==> src/drum_step_sequencer_defines.svh <==
// Assertion macros shared by the drum step sequencer RTL.
// Depends on a clk and an active-low rst_n in the scope of each use.
`ifndef DRUM_STEP_SEQUENCER_DEFINES_SVH
`define DRUM_STEP_SEQUENCER_DEFINES_SVH

// Same-cycle implication, disabled while reset is asserted.
`define DSS_ASSERT_NOW(label, pre, post) \
    label: assert property (@(posedge clk) disable iff (!rst_n) (pre) |-> (post)) \
        else $error("drum_step_sequencer: same-cycle check failed");

// Next-cycle implication, disabled while reset is asserted.
`define DSS_ASSERT_NEXT(label, pre, post) \
    label: assert property (@(posedge clk) disable iff (!rst_n) (pre) |=> (post)) \
        else $error("drum_step_sequencer: next-cycle check failed");

`endif

==> src/dss_pkg.sv <==
// Shared types, constants and the pad decoder of the drum step sequencer.
// No dependencies; every other file but the defines header imports this package.
package dss_pkg;

    localparam int CHANNELS = 16;
    localparam int STEPS    = 32;
    localparam int CH_W     = $clog2(CHANNELS);
    localparam int STEP_W   = $clog2(STEPS);
    localparam int VEL_W    = 7;
    localparam int NOTE_W   = 7;
    localparam int PAD_W    = 7;

    localparam logic [VEL_W-1:0]  QUANT_LEVEL = 7'd100;
    localparam logic [NOTE_W-1:0] OFFSET_MAX  = 7'd112;
    localparam logic [NOTE_W-1:0] LIVE_BASE   = 7'd36;

    localparam logic [7:0]       TICK_PERIOD_RST = 8'd200;
    localparam logic [7:0]       TICK_COUNT_RST  = 8'd200;
    localparam logic [6:0]       NOTE_OFFSET_RST = 7'd36;
    localparam logic [PAD_W-1:0] QUANT_BTN_RST   = 7'd40;
    localparam logic [PAD_W-1:0] DEL_BTN_RST     = 7'd50;

    localparam int CFG_IDX_W  = 2;
    localparam int CFG_DATA_W = 8;
    localparam logic [CFG_IDX_W-1:0] CFG_TICK_PERIOD = 2'd0;
    localparam logic [CFG_IDX_W-1:0] CFG_NOTE_OFFSET = 2'd1;
    localparam logic [CFG_IDX_W-1:0] CFG_QUANT_BTN   = 2'd2;
    localparam logic [CFG_IDX_W-1:0] CFG_DEL_BTN     = 2'd3;

    localparam logic CMD_TICK = 1'b0;
    localparam logic CMD_PAD  = 1'b1;

    // One memory row holds the velocities of all channels at one step.
    typedef logic [CHANNELS-1:0][VEL_W-1:0] pattern_row_t;

    typedef struct packed {
        logic [NOTE_W-1:0] note;
        logic [VEL_W-1:0]  note_velocity;
        logic              live;
        logic              last;
    } note_beat_t;

    typedef struct packed {
        logic [3:0] row;
        logic [3:0] col;
    } pad_pos_t;

    // Splits a pad number into row and column by comparing against the
    // multiples of ten rather than dividing.
    function automatic pad_pos_t pad_decode(input logic [PAD_W-1:0] idx);
        pad_pos_t   p;
        logic [3:0] r;
        r = 4'd0;
        for (int k = 1; k <= 12; k++)
        begin
            if (idx >= PAD_W'(k * 10))
                r = 4'(k);
        end
        p.row = r;
        p.col = 4'(idx - PAD_W'(r * 10));
        return p;
    endfunction

endpackage

==> src/dss_pattern_mem.sv <==
// Pattern memory: one row per step, one lane per channel, registered read.
// Depends on dss_pkg. Per-row valid flags stand in for a clear at reset.
module dss_pattern_mem (
    input  logic                      clk,
    input  logic                      rst_n,
    input  logic                      rd_en,
    input  logic [dss_pkg::STEP_W-1:0] rd_addr,
    output dss_pkg::pattern_row_t     rd_data,
    input  logic                      wr_en,
    input  logic [dss_pkg::STEP_W-1:0] wr_addr,
    input  dss_pkg::pattern_row_t     wr_data
);
    import dss_pkg::*;

    pattern_row_t       mem [STEPS];
    pattern_row_t       rd_raw_reg;
    logic               rd_valid_reg;
    logic [STEPS-1:0]   row_valid_reg;

    always_ff @(posedge clk)
    begin
        if (wr_en)
            mem[wr_addr] <= wr_data;
        if (rd_en)
            rd_raw_reg <= mem[rd_addr];
    end

    always_ff @(posedge clk or negedge rst_n)
    begin
        if (!rst_n)
        begin
            row_valid_reg <= '0;
            rd_valid_reg  <= 1'b0;
        end
        else
        begin
            if (wr_en)
                row_valid_reg[wr_addr] <= 1'b1;
            if (rd_en)
                rd_valid_reg <= row_valid_reg[rd_addr];
        end
    end

    // A row never written since reset reads as all zeros.
    assign rd_data = rd_valid_reg ? rd_raw_reg : '0;

endmodule

==> config.mk <==
export PLATFORM = sky130hd
export DESIGN_NAME = dss_pattern_mem
export DESIGN_NICKNAME = d
export VERILOG_FILES = /design/src/drum_step_sequencer_defines.svh /design/src/dss_pkg.sv /design/src/dss_pattern_mem.sv
export SDC_FILE = /design/constraint.sdc
export NUM_CORES = 2
export LEC_CHECK = 0
export BUFFER_PORTS_ARGS = -buffer_cell sky130_fd_sc_hd__buf_4
export CAP_MARGIN = 20
export CELL_PAD_IN_SITES_DETAIL_PLACEMENT = 1
export CELL_PAD_IN_SITES_GLOBAL_PLACEMENT = 1
export CORE_ASPECT_RATIO = 0.8
export CORE_MARGIN = 2
export CORE_UTILIZATION = 53
export CTS_BUF_LIST = sky130_fd_sc_hd__clkbuf_4
export DETAILED_ROUTE_END_ITERATION = 8
export PLACE_DENSITY = 0.79
export SKIP_CTS_REPAIR_TIMING = 1
export SYNTH_ARGS = -nofsm -noshare
export SYNTH_HDL_FRONTEND = slang
export SYNTH_SLANG_ARGS = --single-unit
==> constraint.sdc <==
create_clock -name clk -period 2.55 [get_ports clk]
set_input_delay 0.255 -clock clk [delete_from_list [all_inputs] [get_ports clk]]
set_output_delay 0.255 -clock clk [all_outputs]
set_load 0.1 [all_outputs]
# After elaboration in Yosys (flattened, before gate mapping)
# Memories as Yosys holds them, arrays and structs flattened. A register that Yosys moved wholly into a read port is not among the register bits.
# Cells that the tools add are included.
dict set report op_classes {
  n_lt_le_gt_ge 3
  n_mux 7
  bitwise_logic 1
  n_reduce_logical 1
}
# operator n
set ops {}
lappend ops {{2-to-1 mux 112 bit} 1}
lappend ops {{bitwise OR 32 bit} 1}
lappend ops {{< comparator 5 x 6 -> 1 bit, second input constant} 2}
lappend ops {{binary-select mux 1 bit (select 5 bit)} 1}
lappend ops {{demux 1 bit (select 5 bit)} 1}
lappend ops {{>= comparator 5 x 1 -> 1 bit, second input constant} 1}
lappend ops {{2-to-1 mux 1 bit} 4}
lappend ops {{logical AND 1 bit} 1}
dict set report totals {
  register_bits 33
  ram_bits 3584
  in_bits 126
  output_inout_bits 112
  word_cells 15
  mem_count 1
}
# name depth width read_ports rd_ports_with_merged_regs write_ports line
set mem_list {}
lappend mem_list {mem 32 112 1 1 1 dss_pattern_mem.sv:15} ;# pattern_row_t mem [STEPS];

# Depth between registers and ports, before layout
dict set report depth {
  depth_word 5
  depth_mapped 9
}

# Worst setup path after synthesis
# Ideal clock, no wire load.
dict set report synth_path {
  kind {input to register}
  from {in wr_addr[0] in the netlist's numbering}
  to {reg row_valid_reg[12]}
  arrival_ns 6.127
  required_time_ns 2.455
  path_slack_ns -3.672
  stages 4
  n_path_buf 1
  cell_sequence {or3b_2 > clkbuf_1 > nor2_1 > or2_2}
}
dict set report synth_via {
  elab_chain_len 5
  elab_cells_between_ends 6
  cone_classes {2 x order compare; 2 x mux; 1 x bitwise; 1 x reduce/logical}
}
# item line
set synth_rtl {}
lappend synth_rtl {{start, declared} dss_pattern_mem.sv:10} ;# input logic [dss_pkg::STEP_W-1:0] wr_addr,
lappend synth_rtl {{< comparator 5 x 6 -> 1 bit (not written as such) / >= comparator 5 x 1 -> 1 bit (equally long branches)} dss_pattern_mem.sv:38} ;# row_valid_reg[wr_addr] <= 1'b1;
lappend synth_rtl {{logical AND 1 bit (not written as such)} dss_pattern_mem.sv:38}
lappend synth_rtl {{2-to-1 mux 1 bit (not written as such)} dss_pattern_mem.sv:38}
lappend synth_rtl {{demux 1 bit (select 5 bit) *} dss_pattern_mem.sv:38}
lappend synth_rtl {{bitwise OR 32 bit (no source line) *} --}
lappend synth_rtl {{end signal, assigned} dss_pattern_mem.sv:32} ;# row_valid_reg <= '0;
lappend synth_rtl {{end signal, assigned by index} dss_pattern_mem.sv:38}
lappend synth_rtl {{end, declared} dss_pattern_mem.sv:18} ;# logic [STEPS-1:0] row_valid_reg;
# Mark *: on every way between the ends. The rest lies on a longest branch, timed or not.
# A chain may end at the register's enable or synchronous reset.

==> flow_metrics.env <==
export IMPL_rows=169
export IMPL_ir_drop_mv=0.449
export IMPL_vias=80484
export IMPL_grt_max_degree=51
export IMPL_synthToLayoutAreaGrowth_pct=19.1
export IMPL_hold_violations=0
export IMPL_routed_wl_um=507000
export IMPL_start_util_pct=53.3
export IMPL_leakage_nw=55.2
export IMPL_root_buffer="clkbuf_4"
export IMPL_synth_top_cells_by_count="edfxtp_1, mux4_2, mux2i_1"
export IMPL_cts_buffers=856
export IMPL_die_h_um=466
export IMPL_violations="negative setup slack"
export IMPL_post_route_util_pct=63.4
export IMPL_hp_start="rd_addr[4]"
export IMPL_yosysTopAreaCell="edfxtp_1"
export IMPL_cts_max_level=6
export IMPL_seq_area_frac_synth_pct=79.2
export IMPL_relSlewSlack_pct=9.01
export IMPL_synth_cells=5678
export IMPL_post_route_min_period_ns=3.12
export IMPL_clock_latency_ns=1.49
export IMPL_timing_fmax_mhz=321
export IMPL_antenna_found_initial=51
export IMPL_syn_cell_area_sq_um=141000
export IMPL_cts_tree="yes"
export IMPL_rsz0062_at_grt="true"
export IMPL_dr_pass1_iters=7
export IMPL_regArea_sq_um=112000
export IMPL_fill_cells=21336
export IMPL_report_final_slew_viol_count=0
export IMPL_synth_area_leaders="edfxtp_1, mux4_2, mux2i_1"
export IMPL_synth_cell_types=31
export IMPL_cts_num_sinks=3729
export IMPL_final_cell_area_sq_um=168000
export IMPL_ant_nets=0
export IMPL_synth_nets=5804
export IMPL_reg2reg_from="mem[22][8]"
export IMPL_max_cap_violations=0
export IMPL_grt_total_usage_pct=32.5
export IMPL_critPathKind="reg2out"
export IMPL_hold_class="in2reg"
export IMPL_die_area_sq_um=270000
export IMPL_setup_tns_ns=-49.60
export IMPL_die_w_um=581
export IMPL_synth_most_common_cell="edfxtp_1"
export IMPL_grt_pass1_vias=79817
export IMPL_power_density_nw_per_um2=791
export IMPL_cp_required_ns=2.30
export IMPL_finalWorstSetupSlack_ns=-0.568
export IMPL_vias_per_cell=7.04
export IMPL_worstPathMaxFanout=29
export IMPL_final_nets=7348
export IMPL_yosys_warnings=0
export IMPL_finClkSkew_ns=0.139
export IMPL_overflow=0
export IMPL_multi_input_area_sq_um=28400
export IMPL_synth_edf_count=3696
export IMPL_largest_reg_flops=3584
export IMPL_synth_main_ff_cell="edfxtp_1"
export IMPL_setup_viol_count_final=124
export IMPL_path_clk_slew_ns=0.10
export IMPL_synth_top_area_share_pct=78.6
export IMPL_place_area_sq_um=153000
export IMPL_synth_avg_cell_area_sq_um=24.9
export IMPL_crit_path_end_kind="primary output"
export IMPL_grt_pass1_wl_um=616000
export IMPL_worstSetupStartpoint="rd_valid_reg"
export IMPL_drive_gt1_share_pct=40.8
export IMPL_status="finished, violations left"
export IMPL_clockBufferDepth=4
export IMPL_wl_per_cell_um=44.3
export IMPL_hpwl_um=226000
export IMPL_min_period_over_period_pct=122
export IMPL_drc=0
export IMPL_worst_pin_slew_ns=1.36
export IMPL_start_kind="flip-flop"
export IMPL_ys_ff_latch=3729
export IMPL_routabilityCongestion=0.785
export IMPL_first_iter_violations=14464
export IMPL_async_reset_ff_share_pct=0.885
export IMPL_io_pins=238
export IMPL_worst_hold_slack_ns=0.0253
export IMPL_core_area_sq_um=265000
export IMPL_critPathArrivalTime_ns=2.86
export IMPL_port_buffers=237
## kinds of logic (layout without fill, tap and decap cells)
logic type / after synthesis / in the layout / share of synthesized area (%)
DFF: 3729 / 3729 / 79.2
muxes: 1304 / 1304 / 18.2
buffers and inverters: 297 / 2527 / 0.934
and+or+nand+nor: 215 / 215 / 0.870
AOI/OAI and AO/OA: 133 / 133 / 0.814
other: 0 / 25 / 0
## cell usage in the layout (no fill, tap or decap), types with 34 or more instances in the layout
cell,netlist,layout
clkinv_1,1,218
or2_2,34,34
and2_4,0,35
mux2_2,49,49
o22a_1,60,60
buf_12,0,322
edfxtp_1,3696,3696
clkbuf_4,0,1255
mux4_2,1000,1000
buf_4,8,344
buf_8,0,46
o221ai_1,60,60
and2_1,112,74
mux2i_1,255,255
dlygate4sd3_1,0,246
## critical path: stages (launching register included)
cell     delay (ns)
dfrtp_4        0.50
buf_12         0.18
buf_16         0.19
and2_1         0.26
buf_12         0.21
## final timing paths
kind / cells past startpoint / slack (ns) / to
max: 4 / -0.57 / rd_data[74]
min: 3 / 0.03 / rd_raw_reg[40]
max reg2reg: 5 / 0.04 / rd_raw_reg[8]
min reg2reg: 1 / 0.49 / row_valid_reg[7]
max in group asynchronous: 4 / 2.16 / row_valid_reg[21]
min in group asynchronous: 4 / 0.16 / row_valid_reg[19]
## layer usage
metal,wire [um],track usage (%),share of wire [%]
met1,161000,43.8,32
met2,236000,51.5,47
met3,72900,7.35,14
met4,36500,14.6,7.2
met5,280,0,0.055
## report_power, final
| group | switching (mW) | total (mW) | internal, mW |
|---|---|---|---|
| combinational | 6.68 | 10.9 | 4.25 |
| sequential | 0.605 | 69.0 | 68.4 |
| clock | 29.5 | 53.0 | 23.5 |
| total | 36.8 | 133 | 96.1 |
## layout make-up
cell class,instances,share of cell area [%]
multi-input cells,1652,16.9
flip-flops and latches,3729,66.5
clock buffers,1255,5.61
well taps,3505,2.61
diodes,25,0.0372
repair buffers,981,7.43
inverters,2,0.00894
clock inverters,289,0.876
## stage by stage
stage               power, mW  std cells  setup WS [ns]
floorplan                75.5       5678         -0.578
global placement         78.8       9578        -0.0816
detailed placement       79.2       9578         -0.114
finish                    133      11438         -0.568
CTS                       128      11122         -0.944
global route              135      11429         -0.579
Power figures use the tool's default switching activity.
