===== src/drum_step_sequencer_defines.svh =====
// Assertion macros shared by the drum step sequencer RTL.
// Depends on a clk and an active-low rst_n in the scope of each use.
`ifndef DRUM_STEP_SEQUENCER_DEFINES_SVH
`define DRUM_STEP_SEQUENCER_DEFINES_SVH

// Same-cycle implication, disabled while reset is asserted.
`define DSS_ASSERT_NOW(label, pre, post) \
    label: assert property (@(posedge clk) disable iff (!rst_n) (pre) |-> (post)) \
        else $error("drum_step_sequencer: same-cycle check failed");

// Next-cycle implication, disabled while reset is asserted.
`define DSS_ASSERT_NEXT(label, pre, post) \
    label: assert property (@(posedge clk) disable iff (!rst_n) (pre) |=> (post)) \
        else $error("drum_step_sequencer: next-cycle check failed");

`endif


===== src/dss_pkg.sv =====
// Shared types, constants and the pad decoder of the drum step sequencer.
// No dependencies; every other file but the defines header imports this package.
package dss_pkg;

    localparam int CHANNELS = 16;
    localparam int STEPS    = 32;
    localparam int CH_W     = $clog2(CHANNELS);
    localparam int STEP_W   = $clog2(STEPS);
    localparam int VEL_W    = 7;
    localparam int NOTE_W   = 7;
    localparam int PAD_W    = 7;

    localparam logic [VEL_W-1:0]  QUANT_LEVEL = 7'd100;
    localparam logic [NOTE_W-1:0] OFFSET_MAX  = 7'd112;
    localparam logic [NOTE_W-1:0] LIVE_BASE   = 7'd36;

    localparam logic [7:0]       TICK_PERIOD_RST = 8'd200;
    localparam logic [7:0]       TICK_COUNT_RST  = 8'd200;
    localparam logic [6:0]       NOTE_OFFSET_RST = 7'd36;
    localparam logic [PAD_W-1:0] QUANT_BTN_RST   = 7'd40;
    localparam logic [PAD_W-1:0] DEL_BTN_RST     = 7'd50;

    localparam int CFG_IDX_W  = 2;
    localparam int CFG_DATA_W = 8;
    localparam logic [CFG_IDX_W-1:0] CFG_TICK_PERIOD = 2'd0;
    localparam logic [CFG_IDX_W-1:0] CFG_NOTE_OFFSET = 2'd1;
    localparam logic [CFG_IDX_W-1:0] CFG_QUANT_BTN   = 2'd2;
    localparam logic [CFG_IDX_W-1:0] CFG_DEL_BTN     = 2'd3;

    localparam logic CMD_TICK = 1'b0;
    localparam logic CMD_PAD  = 1'b1;

    // One memory row holds the velocities of all channels at one step.
    typedef logic [CHANNELS-1:0][VEL_W-1:0] pattern_row_t;

    typedef struct packed {
        logic [NOTE_W-1:0] note;
        logic [VEL_W-1:0]  note_velocity;
        logic              live;
        logic              last;
    } note_beat_t;

    typedef struct packed {
        logic [3:0] row;
        logic [3:0] col;
    } pad_pos_t;

    // Splits a pad number into row and column by comparing against the
    // multiples of ten rather than dividing.
    function automatic pad_pos_t pad_decode(input logic [PAD_W-1:0] idx);
        pad_pos_t   p;
        logic [3:0] r;
        r = 4'd0;
        for (int k = 1; k <= 12; k++)
        begin
            if (idx >= PAD_W'(k * 10))
                r = 4'(k);
        end
        p.row = r;
        p.col = 4'(idx - PAD_W'(r * 10));
        return p;
    endfunction

endpackage


===== src/dss_ifs.sv =====


interface dss_note_if;
    import dss_pkg::*;
    logic              valid;
    logic              ready;
    logic [NOTE_W-1:0] note;
    logic [VEL_W-1:0]  note_velocity;
    logic              live;
    logic              last;
    modport source (output valid, note, note_velocity, live, last, input ready);
    modport sink (input valid, note, note_velocity, live, last, output ready);
endinterface



===== src/dss_out_reg.sv =====
// Output register of the note channel: holds one beat until it is taken.
// Depends on dss_pkg and dss_ifs.
module dss_out_reg (
    input  logic                clk,
    input  logic                rst_n,
    input  logic                load,
    input  dss_pkg::note_beat_t beat,
    output logic                slot_free,
    dss_note_if.source          notes
);
    import dss_pkg::*;

    logic       valid_reg;
    note_beat_t beat_reg;

    assign slot_free = !valid_reg || notes.ready;

    always_ff @(posedge clk or negedge rst_n)
    begin
        if (!rst_n)
            valid_reg <= 1'b0;
        else if (load)
            valid_reg <= 1'b1;
        else if (notes.ready)
            valid_reg <= 1'b0;
    end

    always_ff @(posedge clk)
    begin
        if (load)
            beat_reg <= beat;
    end

    assign notes.valid         = valid_reg;
    assign notes.note          = beat_reg.note;
    assign notes.note_velocity = beat_reg.note_velocity;
    assign notes.live          = beat_reg.live;
    assign notes.last          = beat_reg.last;

endmodule


===== src/flat_wrapper.sv =====
// flat-port wrapper written by rule: the top's interface ports become plain ports
module dss_out_reg_flat import dss_pkg::*;
  (clk, rst_n, load, beat, slot_free, notes_valid, notes_note, notes_note_velocity, notes_live, notes_last, notes_ready);
  dss_note_if notes_i ();
  input  logic clk;
  input  logic rst_n;
  input  logic load;
  input  dss_pkg::note_beat_t beat;
  output logic slot_free;
  output wire logic [$bits(notes_i.valid)-1:0] notes_valid;
  output wire logic [$bits(notes_i.note)-1:0] notes_note;
  output wire logic [$bits(notes_i.note_velocity)-1:0] notes_note_velocity;
  output wire logic [$bits(notes_i.live)-1:0] notes_live;
  output wire logic [$bits(notes_i.last)-1:0] notes_last;
  input wire logic [$bits(notes_i.ready)-1:0] notes_ready;
  assign notes_valid = notes_i.valid;
  assign notes_note = notes_i.note;
  assign notes_note_velocity = notes_i.note_velocity;
  assign notes_live = notes_i.live;
  assign notes_last = notes_i.last;
  assign notes_i.ready = notes_ready;
  dss_out_reg u_core (.clk(clk), .rst_n(rst_n), .load(load), .beat(beat), .slot_free(slot_free), .notes(notes_i));
endmodule

===== config.mk =====
export PLATFORM = sky130hd
export DESIGN_NAME = dss_out_reg_flat
export DESIGN_NICKNAME = d
export VERILOG_FILES = /design/src/drum_step_sequencer_defines.svh /design/src/dss_pkg.sv /design/src/dss_ifs.sv /design/src/dss_out_reg.sv /design/src/flat_wrapper.sv
export SDC_FILE = /design/constraint.sdc
export NUM_CORES = 1
export LEC_CHECK = 0
export ABC_AREA = 1
export BUFFER_PORTS_ARGS = -buffer_cell sky130_fd_sc_hd__buf_2
export CAP_MARGIN = 15
export CORE_MARGIN = 3
export CORE_UTILIZATION = 35
export CTS_BUF_LIST = sky130_fd_sc_hd__clkbuf_16
export CTS_CLUSTER_SIZE = 40
export DETAILED_ROUTE_END_ITERATION = 16
export PLACE_DENSITY = 0.71
export SLEW_MARGIN = 0
export SYNTH_ARGS = -nofsm -noshare
export SYNTH_HDL_FRONTEND = slang
export SYNTH_SLANG_ARGS = --single-unit

===== constraint.sdc =====
create_clock -name clk -period 1 [get_ports clk]
set_input_delay 0.2 -clock clk [delete_from_list [all_inputs] [get_ports clk]]
set_output_delay 0.2 -clock clk [all_outputs]
set_load 0.01 [all_outputs]

Yosys cells after proc, flatten, opt, wreduce, memory -nomap -nowiden
Cells that the tools add are included.

storage, ports and cells
  logic and storage cells = 10
  bits in registers = 17
  bits of input ports = 20
  output and inout bits = 18

operators by class
  reductions and logical operators = 3
  mux-type cells = 2

operator list
  operator            number
  1-bit two-way mux   2
  2-bit nonzero test  1
  1-bit logical NOT   1
  1-bit logical OR    1

Logic depth before layout (Yosys ltp)
Gate-level depths: netlist (run 1).

  depth after elaboration = 2
  gate-level depth with buffers = 3
  mapped depth without buffers = 3

Worst setup path before layout (run 1)
OpenSTA, ideal clock, no wires.

  path type = register to output
  start point = reg u_core.valid_reg, in the netlist u_core.notes.valid
  end point = out slot_free
  arrival = 0.511 ns
  cell stages (with the launch flop) = 2
  slack = 0.289 ns
  data required time = 0.800 ns
  cells stage by stage = dfrtp_1 -> nand2_2

on the way
  cells in the longest elaborated chain, start to end = 2

ends and longest elaborated chain
  item                      line               RTL
  start: declaration        dss_out_reg.sv:13  logic valid_reg;
  start signal: assignment  dss_out_reg.sv:21  valid_reg <= 1'b0;
  start signal: assignment  dss_out_reg.sv:23  valid_reg <= 1'b1;
  start signal: assignment  dss_out_reg.sv:25  valid_reg <= 1'b0;
  1-bit logical NOT         dss_out_reg.sv:16  assign slot_free = !valid_reg || notes.ready;
  1-bit logical OR          dss_out_reg.sv:16
  end: declaration          flat_wrapper.sv:9  output logic slot_free;

No other way between the ends.

Worst setup path after layout (run 1)
Ends and elaborated chain as after synthesis.

==> out/results.ini, run 1 <==
[outcome]
run_status = finished, final reports clean

[sta]
final.setup_skew_ns = 0
setup_viol = 0
max_slew_margin_pct = 76.3
worst_pin_slew_ns = 0.356
finalWorstSetupSlack_ns = 0.00133
final_min_period_over_clock_period_pct = 99.9
timing.final.max_slew_violations = 0
grt_setup_unrepaired = true
fin_tns_setup_ns = 0
layout_min_cycle_time_ns = 0.999
fmax_mhz = 1000
report.final.hold_viol_count = 0
fin_worst_hold_slack_ns = 0.135

[setup_path]
critical_path.max_fanout = 2
worst_path_max_delay_cell = sky130_fd_sc_hd__dfrtp_1
required_ns = 0.80
worstSetupEndpointType = primary output
rr_worst_depth = 3
critical-path-max-stage-delay_ns = 0.39
critPathLaunchType = register
crit_path_cell_trace = nand2_2 > buf_6
critical_path.reg2reg.endpoint = u_core.notes.valid
rr_startpoint = u_core.notes.valid
setup.worst_path.class = register to primary output
r2r_setup_slack_ns = 0.30
timing.critical_path.arrival_ns = 0.80

[grt]
grt_overflow = 0
antenna_found_initial = 0
grt_first_pass_wirelength_um = 1750
grt_start_max_net_pins = 18
grt_usage_pct = 12.7
grt_pass1_vias = 353

[drt]
finalWirelength_um = 1180
drc = 0
num_vias = 355
route.antenna.remaining_nets = 0
drt-vias-per-instance = 4.49
drt_pre_antenna_iters = 3
dr.first_iter.drc_count = 5
drt-wirelength-per-cell_um = 14.9

[cts]
clock_latency_ns = 0.24
cts.sink_count = 17
cts.path.max_buffers = 2
root_buffer = sky130_fd_sc_hd__clkbuf_16
cts_inserted_buffers = 3
tritoncts = built
clk_pin_slew_ns = 0.05
ctsHtreeMaxLevel = 1

[finish]
mostFrequentLayoutCell = sky130_fd_sc_hd__buf_2
layout_common_cells = 36 x sky130_fd_sc_hd__buf_2, 16 x sky130_fd_sc_hd__edfxtp_1, 3 x sky130_fd_sc_hd__inv_1, 3 x sky130_fd_sc_hd__clkbuf_16, 2 x sky130_fd_sc_hd__nand2_2
drive_above_1_share_pct = 67.2
syn_to_final_growth_pct = 58.3
finalCoreUtilization_pct = 61.6
final_cell_area_um2 = 832
final-instance-count-excl-fill = 79
finalNetCount = 85
antenna-diode-count = 0

[pwr]
max-vdd-ir-drop_uv = 1490
leakagePower_nw = 0.382
powerDensity_nw_per_um2 = 2120
total_power_mw = 1.76

[logic_synthesis]
synthesis.nets = 41
yosysWarnings = 0
syn_area_um2 = 526
synth.lib_cells_used.distinct = 4
synth.area.top_cells = sky130_fd_sc_hd__edfxtp_1 91%, sky130_fd_sc_hd__dfrtp_1 4.8%, sky130_fd_sc_hd__nand2_2 2.4%, sky130_fd_sc_hd__inv_1 1.4%
synth.ff_latch_count = 17
synth_area_per_cell_um2 = 25.0
proportion_of_synthesized_chip_area_in_sequential_cells_pct = 96.2
syn_inst = 21
yosys.area.top_type_share_pct = 91.4
most_area_hungry_cell_type_in_the_yosys_netlist = sky130_fd_sc_hd__edfxtp_1

[place]
gp_routability_congestion = 0.716
dp_area_um2 = 729
dp_cells = 73
portBuffers = 37
detailedPlacementHpwl_um = 936
pre_cts_ws_ns = 0.123

[die]
placeableCoreArea_um2 = 1350
die_w_um = 44.8
ioPinCount = 38
effective_utilization_at_floorplan_pct = 38.9
die_area_um2 = 2000
count_of_standard_cell_rows = 13
die_y_um = 44.8

[worst_hold_path]
worst_hold_path_type = primary input to register
hold_path_depth = 1
timing.hold.worst.start = beat[0]
whs_endpoint = u_core.notes.last

[job]
drv.max_cap_violation_count = 0

[where the power goes]
| part | switching, mW | internal, mW | total, mW |
|---|---|---|---|
| clock | 0.223 | 0.528 | 0.751 |
| sequential | 0.0182 | 0.843 | 0.861 |
| combinational | 0.0768 | 0.0736 | 0.150 |
| total | 0.318 | 1.44 | 1.76 |
[cells in the mapped netlist]
cell type,n
sky130_fd_sc_hd__dfrtp_1,1
sky130_fd_sc_hd__inv_1,2
sky130_fd_sc_hd__edfxtp_1,16
sky130_fd_sc_hd__nand2_2,2
[logic make-up after synthesis]
family                 after synthesis  synth area share, %
AND/OR/NAND/NOR                      2                 2.38
buffers and inverters                2                 1.43
flip-flops                          17                 96.2
[cell type report]
| type | instances | area [um2] |
|---|---|---|
| well taps | 15 | 18.8 |
| multi-input cells | 2 | 12.5 |
| inverters | 2 | 7.51 |
| fillers | 114 | 518 |
| repair buffers | 39 | 209 |
| flip-flops and latches | 17 | 505 |
| clock inverters | 1 | 3.75 |
| clock buffers | 3 | 75.1 |
[timing repair]
action / 4_1_cts / 5_1_grt
endpoints found under the hold margin: 1 / 0
hold buffers: 1 / 0
pin swaps: 1 / 0
gates resized for setup: 1 / 0
gates cloned: 0 / 0
endpoints found under the setup margin: 3 / 4
setup buffers: 1 / 0
[critical path, delay by kind of cell, from the launching register on]
kind / cells / cell delay [ns]
DFF: 1 / 0.39
buffers and inverters: 1 / 0.10
and+or+nand+nor: 1 / 0.08
[metal layers]
layer | global-route usage, % | vias to the layer above | part of all wire, % | wire length (um)
li1 | - | 162 | - | -
met4 | 5.42 | 0 | 0 | 0
met1 | 18.4 | 158 | 43 | 513
met3 | 2.79 | 0 | 15 | 182
met5 | 0 | - | 0 | 0
met2 | 18.6 | 35 | 41 | 483
[how the worst max path moves through the flow]
stage / start / endpoint / cells after the start
finish: u_core.notes.valid / slot_free / 2
global route: u_core.notes.valid / slot_free / 2
CTS: u_core.notes.last / notes_last / 1
detailed placement: load / u_core.notes.note_velocity[5] / 1
global placement: load / u_core.notes.note[3] / 1
floorplan: u_core.notes.valid / slot_free / 1
Note: power is estimated with default switching activity, not from simulation.
==> run 2: changes to the inputs <==
- CORE_ASPECT_RATIO: unset -> 0.9
==> out/results.ini, run 2 (synthesized netlist as in run 1, its figures left out) <==
[setup_path]
critical-path-max-stage-delay_ns = 0.39  ; about the same
r2r_setup_slack_ns = 0.27  ; was 0.30 ns
critPathLaunchType = register  ; unchanged
critical_path.max_fanout = 2  ; unchanged
worst_path_max_delay_cell = sky130_fd_sc_hd__dfrtp_1  ; unchanged
crit_path_cell_trace = nand2_2 > buf_6  ; unchanged
setup.worst_path.class = register to primary output  ; unchanged
required_ns = 0.80  ; about the same
timing.critical_path.arrival_ns = 0.82  ; was 0.80 ns
worstSetupEndpointType = primary output  ; unchanged

[place]
gp_routability_congestion = 0.672  ; was 0.716
pre_cts_ws_ns = 0.131  ; was 0.123 ns
detailedPlacementHpwl_um = 720  ; was 936 um
dp_cells = 72  ; was 73
portBuffers = 37  ; unchanged

[grt]
grt_overflow = 0  ; unchanged
grtUsageMet2_pct = 16.8  ; was 18.6%
grt_start_max_net_pins = 18  ; unchanged
groute.layer.met1.usage_pct = 12.4  ; was 18.4%
global_route.usage.met3_pct = 4.66  ; was 2.79%
grt_pass1_vias = 316  ; was 353
global_route.peak_usage_layer = met2  ; unchanged
grt_usage_pct = 10.3  ; was 12.7%
grt_first_pass_wirelength_um = 1460  ; was 1750 um
antenna_found_initial = 0  ; unchanged

[finish]
final-instance-count-excl-fill = 78  ; was 79
layout_common_cells = 36 x sky130_fd_sc_hd__buf_2, 16 x sky130_fd_sc_hd__edfxtp_1, 3 x sky130_fd_sc_hd__clkbuf_16  ; was 36 x sky130_fd_sc_hd__buf_2, 16 x sky130_fd_sc_hd__edfxtp_1, 3 x sky130_fd_sc_hd__inv_1, 3 x sky130_fd_sc_hd__clkbuf_16, 2 x sky130_fd_sc_hd__nand2_2
finalNetCount = 85  ; unchanged
antenna-diode-count = 0  ; unchanged
drive_above_1_share_pct = 68.8  ; was 67.2%
syn_to_final_growth_pct = 58.3  ; unchanged
mostFrequentLayoutCell = sky130_fd_sc_hd__buf_2  ; unchanged

[drt]
drt_pre_antenna_iters = 2  ; was 3
drt-vias-per-instance = 4.08  ; was 4.49
dr.first_iter.drc_count = 4  ; was 5
drc = 0  ; unchanged
num_vias = 318  ; was 355
route.antenna.remaining_nets = 0  ; unchanged
finalWirelength_um = 949  ; was 1180 um
drt-wirelength-per-cell_um = 12.2  ; was 14.9 um

[sta]
max_slew_margin_pct = 76.3  ; about the same
finalWorstSetupSlack_ns = -0.0159  ; was 0.00133 ns
worst_pin_slew_ns = 0.356  ; about the same
final_min_period_over_clock_period_pct = 102  ; was 99.9%
timing.final.max_slew_violations = 0  ; unchanged
final.setup_skew_ns = 0  ; unchanged
fmax_mhz = 984  ; was 1000 MHz
layout_min_cycle_time_ns = 1.02  ; was 0.999 ns
report.final.hold_viol_count = 0  ; unchanged
grt_setup_unrepaired = true  ; unchanged
setup_viol = 1  ; was 0

[die]
die_w_um = 46.8  ; was 44.8 um
ioPinCount = 38  ; unchanged
effective_utilization_at_floorplan_pct = 39.8  ; was 38.9%
placeableCoreArea_um2 = 1320  ; was 1350 um2
die_y_um = 42.8  ; was 44.8 um
count_of_standard_cell_rows = 12  ; was 13
die_area_um2 = 2000  ; about the same

[worst_hold_path]
worst_hold_path_type = primary input to register  ; unchanged

[pwr]
powerDensity_nw_per_um2 = 2120  ; about the same
max-vdd-ir-drop_uv = 1360  ; was 1490 uV
leakagePower_nw = 0.381  ; was 0.382 nW

[cts]
tritoncts = built  ; unchanged
clk_pin_slew_ns = 0.05  ; about the same
ctsHtreeMaxLevel = 1  ; unchanged
cts.path.max_buffers = 2  ; unchanged
cts.sink_count = 17  ; unchanged
clock_latency_ns = 0.24  ; about the same
root_buffer = sky130_fd_sc_hd__clkbuf_16  ; unchanged
cts_inserted_buffers = 3  ; unchanged

[job]
drv.max_cap_violation_count = 0  ; unchanged

[outcome]
violated_checks = setup timing
run_status = complete, but fails checks  ; was finished, final reports clean

[run 2: cell count changes in the layout (fill, tap and decap cells not counted)]
cell                       before  now
sky130_fd_sc_hd__clkinv_2       0    1
sky130_fd_sc_hd__inv_1          3    2
[run 2: worst max-delay path: cells and delay by family (launching register included)]
family	cells	cell delay [ns]
buf+inv	1	0.10
flops	1	0.39
simple gates	1	0.08
[run 2: repair_timing]
item | in CTS | in global routing
pin swaps | 1 | 0
setup buffers | 1 | 0
hold endpoints to repair | 1 | 0
resized for setup | 1 | 0
endpoints found under the setup margin | 1 | 2
hold buffers | 1 | 0
[run 2: where the power goes]
group / switching, mW / internal (mW)
logic: 0.0762 / 0.0737
registers: 0.0121 / 0.842
clock network: 0.231 / 0.533
[run 2: layout make-up]
type | count | area (um2)
clock buffer | 3 | 75.1
tap | 14 | 17.5
sequential | 17 | 505
clock inverter | 1 | 5.00
inverter | 2 | 7.51
multi-input combinational | 2 | 12.5
timing repair buffer | 39 | 209
fill | 108 | 489
[run 2: worst paths after layout]
path,start,endpoint,depth (start not counted)
setup / recovery,u_core.notes.valid,slot_free,2
hold / removal,beat[9],u_core.notes.note[0],1
setup reg to reg,u_core.notes.valid,u_core.notes.valid,3
hold reg to reg,u_core.notes.valid,u_core.notes.valid,3
max in group asynchronous,rst_n,u_core.notes.valid,2
min in group asynchronous,rst_n,u_core.notes.valid,2
[run 2: per-stage QoR]
step	setup TNS, ns	hold WS (ns)	power, mW	instance area (um2)	utilization, %
2_1_floorplan	0	-0.0956	0.910	526	-
6_report	-0.0159	0.132	1.77	832	63.0
3_3_place_gp	0	-0.0233	1.01	728	55.1
3_5_place_dp	0	-0.0162	1.01	728	55.1
5_1_grt	-0.0769	0.128	1.84	832	63.0
4_1_cts	-0.0175	0.130	1.78	832	63.0
[run 2: metal layers]
layer  wire length, um  share of wire, %
met2               461                49
met3               135                14
met5                 0                 0
met4                 0                 0
met1               352                37
==> run 3: changes to the inputs <==
- CORE_MARGIN: 3 -> 4
- HOLD_SLACK_MARGIN: unset -> 0.06
==> out/results.ini, run 3 (synthesized netlist as in run 1, its figures left out) <==
[outcome]
run_status = complete, but fails checks  ; unchanged
violated_checks = setup timing  ; unchanged

[grt]
grt_start_max_net_pins = 18  ; unchanged
grt_pass1_vias = 356  ; was 316
grt_usage_pct = 9.10  ; was 10.3%
grt_first_pass_wirelength_um = 1540  ; was 1460 um
grt_overflow = 0  ; unchanged
antenna_found_initial = 0  ; unchanged

[sta]
fin_tns_setup_ns = -0.00756  ; was -0.0159 ns
setup_viol = 1  ; unchanged
fmax_mhz = 993  ; was 984 MHz
worst_pin_slew_ns = 0.356  ; about the same
report.final.hold_viol_count = 0  ; unchanged
max_slew_margin_pct = 76.3  ; about the same
final_min_period_over_clock_period_pct = 101  ; was 102%
grt_setup_unrepaired = true  ; unchanged
final.setup_skew_ns = 0  ; unchanged
layout_min_cycle_time_ns = 1.01  ; was 1.02 ns
timing.final.max_slew_violations = 0  ; unchanged
finalWorstSetupSlack_ns = -0.00756  ; was -0.0159 ns

[finish]
layout_common_cells = 36 x sky130_fd_sc_hd__buf_2, 16 x sky130_fd_sc_hd__edfxtp_1, 3 x sky130_fd_sc_hd__inv_1, 3 x sky130_fd_sc_hd__clkbuf_16, 2 x sky130_fd_sc_hd__nand2_2  ; was 36 x sky130_fd_sc_hd__buf_2, 16 x sky130_fd_sc_hd__edfxtp_1, 3 x sky130_fd_sc_hd__clkbuf_16
syn_to_final_growth_pct = 56.7  ; was 58.3%
drive_above_1_share_pct = 66.7  ; was 68.8%
antenna-diode-count = 0  ; unchanged
finalNetCount = 84  ; was 85
final-instance-count-excl-fill = 77  ; was 78
finalCoreUtilization_pct = 62.3  ; was 63.0%
mostFrequentLayoutCell = sky130_fd_sc_hd__buf_2  ; unchanged

[drt]
drt-wirelength-per-cell_um = 12.6  ; was 12.2 um
drc = 0  ; unchanged
drt-vias-per-instance = 4.38  ; was 4.08
dr.first_iter.drc_count = 4  ; unchanged
route.antenna.remaining_nets = 0  ; unchanged
finalWirelength_um = 972  ; was 949 um
num_vias = 337  ; was 318
drt_pre_antenna_iters = 2  ; unchanged

[pwr]
powerDensity_nw_per_um2 = 2130  ; was 2120 nW/um2
total_power_mw = 1.75  ; was 1.77 mW
leakagePower_nw = 0.378  ; was 0.381 nW
max-vdd-ir-drop_uv = 1260  ; was 1360 uV

[setup_path]
path_delay_family = flip-flops  ; unchanged
critPathLaunchType = register  ; unchanged
crit_path_cell_trace = nand2_2 > buf_6  ; unchanged
critical_path.reg2reg.endpoint = u_core.notes.valid  ; unchanged
required_ns = 0.80  ; about the same
worstSetupEndpointType = primary output  ; unchanged
critical_path.max_fanout = 2  ; unchanged
cp.buffers_inverters = 1  ; unchanged
worst_setup_path_startpoint = u_core.notes.valid  ; unchanged
rr_startpoint = u_core.notes.valid  ; unchanged
timing.critical_path.arrival_ns = 0.81  ; was 0.82 ns
worst_path_max_delay_cell = sky130_fd_sc_hd__dfrtp_1  ; unchanged
setup.worst_path.class = register to primary output  ; unchanged
rr_worst_depth = 2  ; was 3
critical-path-max-stage-delay_ns = 0.38  ; was 0.39 ns
r2r_setup_slack_ns = 0.38  ; was 0.27 ns

[cts]
clock_latency_ns = 0.24  ; about the same
tritoncts = built  ; unchanged
cts.path.max_buffers = 2  ; unchanged
clk_pin_slew_ns = 0.05  ; about the same
cts.sink_count = 17  ; unchanged
ctsHtreeMaxLevel = 1  ; unchanged
root_buffer = sky130_fd_sc_hd__clkbuf_16  ; unchanged
cts_inserted_buffers = 3  ; unchanged
post_cts_buffers = 0  ; was 1

[die]
count_of_standard_cell_rows = 12  ; unchanged
die_area_um2 = 2190  ; was 2000 um2
placeableCoreArea_um2 = 1320  ; unchanged
ioPinCount = 38  ; unchanged
effective_utilization_at_floorplan_pct = 39.8  ; unchanged
die_y_um = 44.8  ; was 42.8 um
die_w_um = 48.8  ; was 46.8 um

[place]
gp_routability_congestion = 0.606  ; was 0.672
pre_cts_ws_ns = 0.124  ; was 0.131 ns
dp_cells = 72  ; unchanged
portBuffers = 37  ; unchanged

[job]
drv.max_cap_violation_count = 0  ; unchanged

[worst_hold_path]
timing.hold.worst.start = beat[15]  ; was beat[9]
whs_endpoint = u_core.notes.note[6]  ; was u_core.notes.note[0]
worst_hold_path_type = primary input to register  ; unchanged
hold_path_depth = 1  ; unchanged

==> run 3: cell count changes in the layout (fill, tap and decap cells not counted), sizes merged <==
cell,change
buf,-1
clkinv,-1
inv,+1
==> run 3: worst max-delay path by stage <==
stage                            to  cells past startpoint
3_3_place_gp   u_core.notes.note[5]                      1
2_1_floorplan             slot_free                      1
3_5_place_dp   u_core.notes.note[5]                      1
4_1_cts                   slot_free                      2
6_report                  slot_free                      2
5_1_grt                   slot_free                      2
==> run 3: metal layers <==
metal | global-route usage, % | vias up | share of wire, %
met4 | 1.61 | 0 | 0
met1 | 10.0 | 152 | 39
li1 | - | 161 | -
met3 | 3.96 | 0 | 10
met2 | 16.7 | 24 | 51
met5 | 0 | - | 0
==> run 3: final cells by class <==
| class | instances | area, um2 |
|---|---|---|
| Multi-Input combinational cell | 2 | 12.5 |
| Clock inverter | 1 | 3.75 |
| Fill cell | 106 | 498 |
| Sequential cell | 17 | 505 |
| Tap cell | 14 | 17.5 |
| Inverter | 2 | 7.51 |
| Clock buffer | 3 | 75.1 |
| Timing Repair Buffer | 38 | 201 |
==> run 3: stage by stage <==
step / instance area [um2] / hold slack [ns]
after CTS: 823 / 0.128
after global placement: 728 / -0.0248
final: 823 / 0.132
after detailed placement: 728 / -0.0227
after floorplan: 526 / -0.0956
after global routing: 823 / 0.128
==> run 3: what timing repair did <==
action / CTS / global route
endpoints found under the hold margin: 1 / 0
setup endpoints to repair: 1 / 1
cloned: 0 / 0
resized for setup: 1 / 0
pin swaps: 1 / 0
hold buffers: 1 / 0
==> run 3: power by group <==
group | internal [mW] | total (mW) | switching, mW
clock | 0.528 | 0.754 | 0.226
sequential | 0.842 | 0.855 | 0.0129
combinational | 0.0704 | 0.145 | 0.0745
total | 1.44 | 1.75 | 0.313
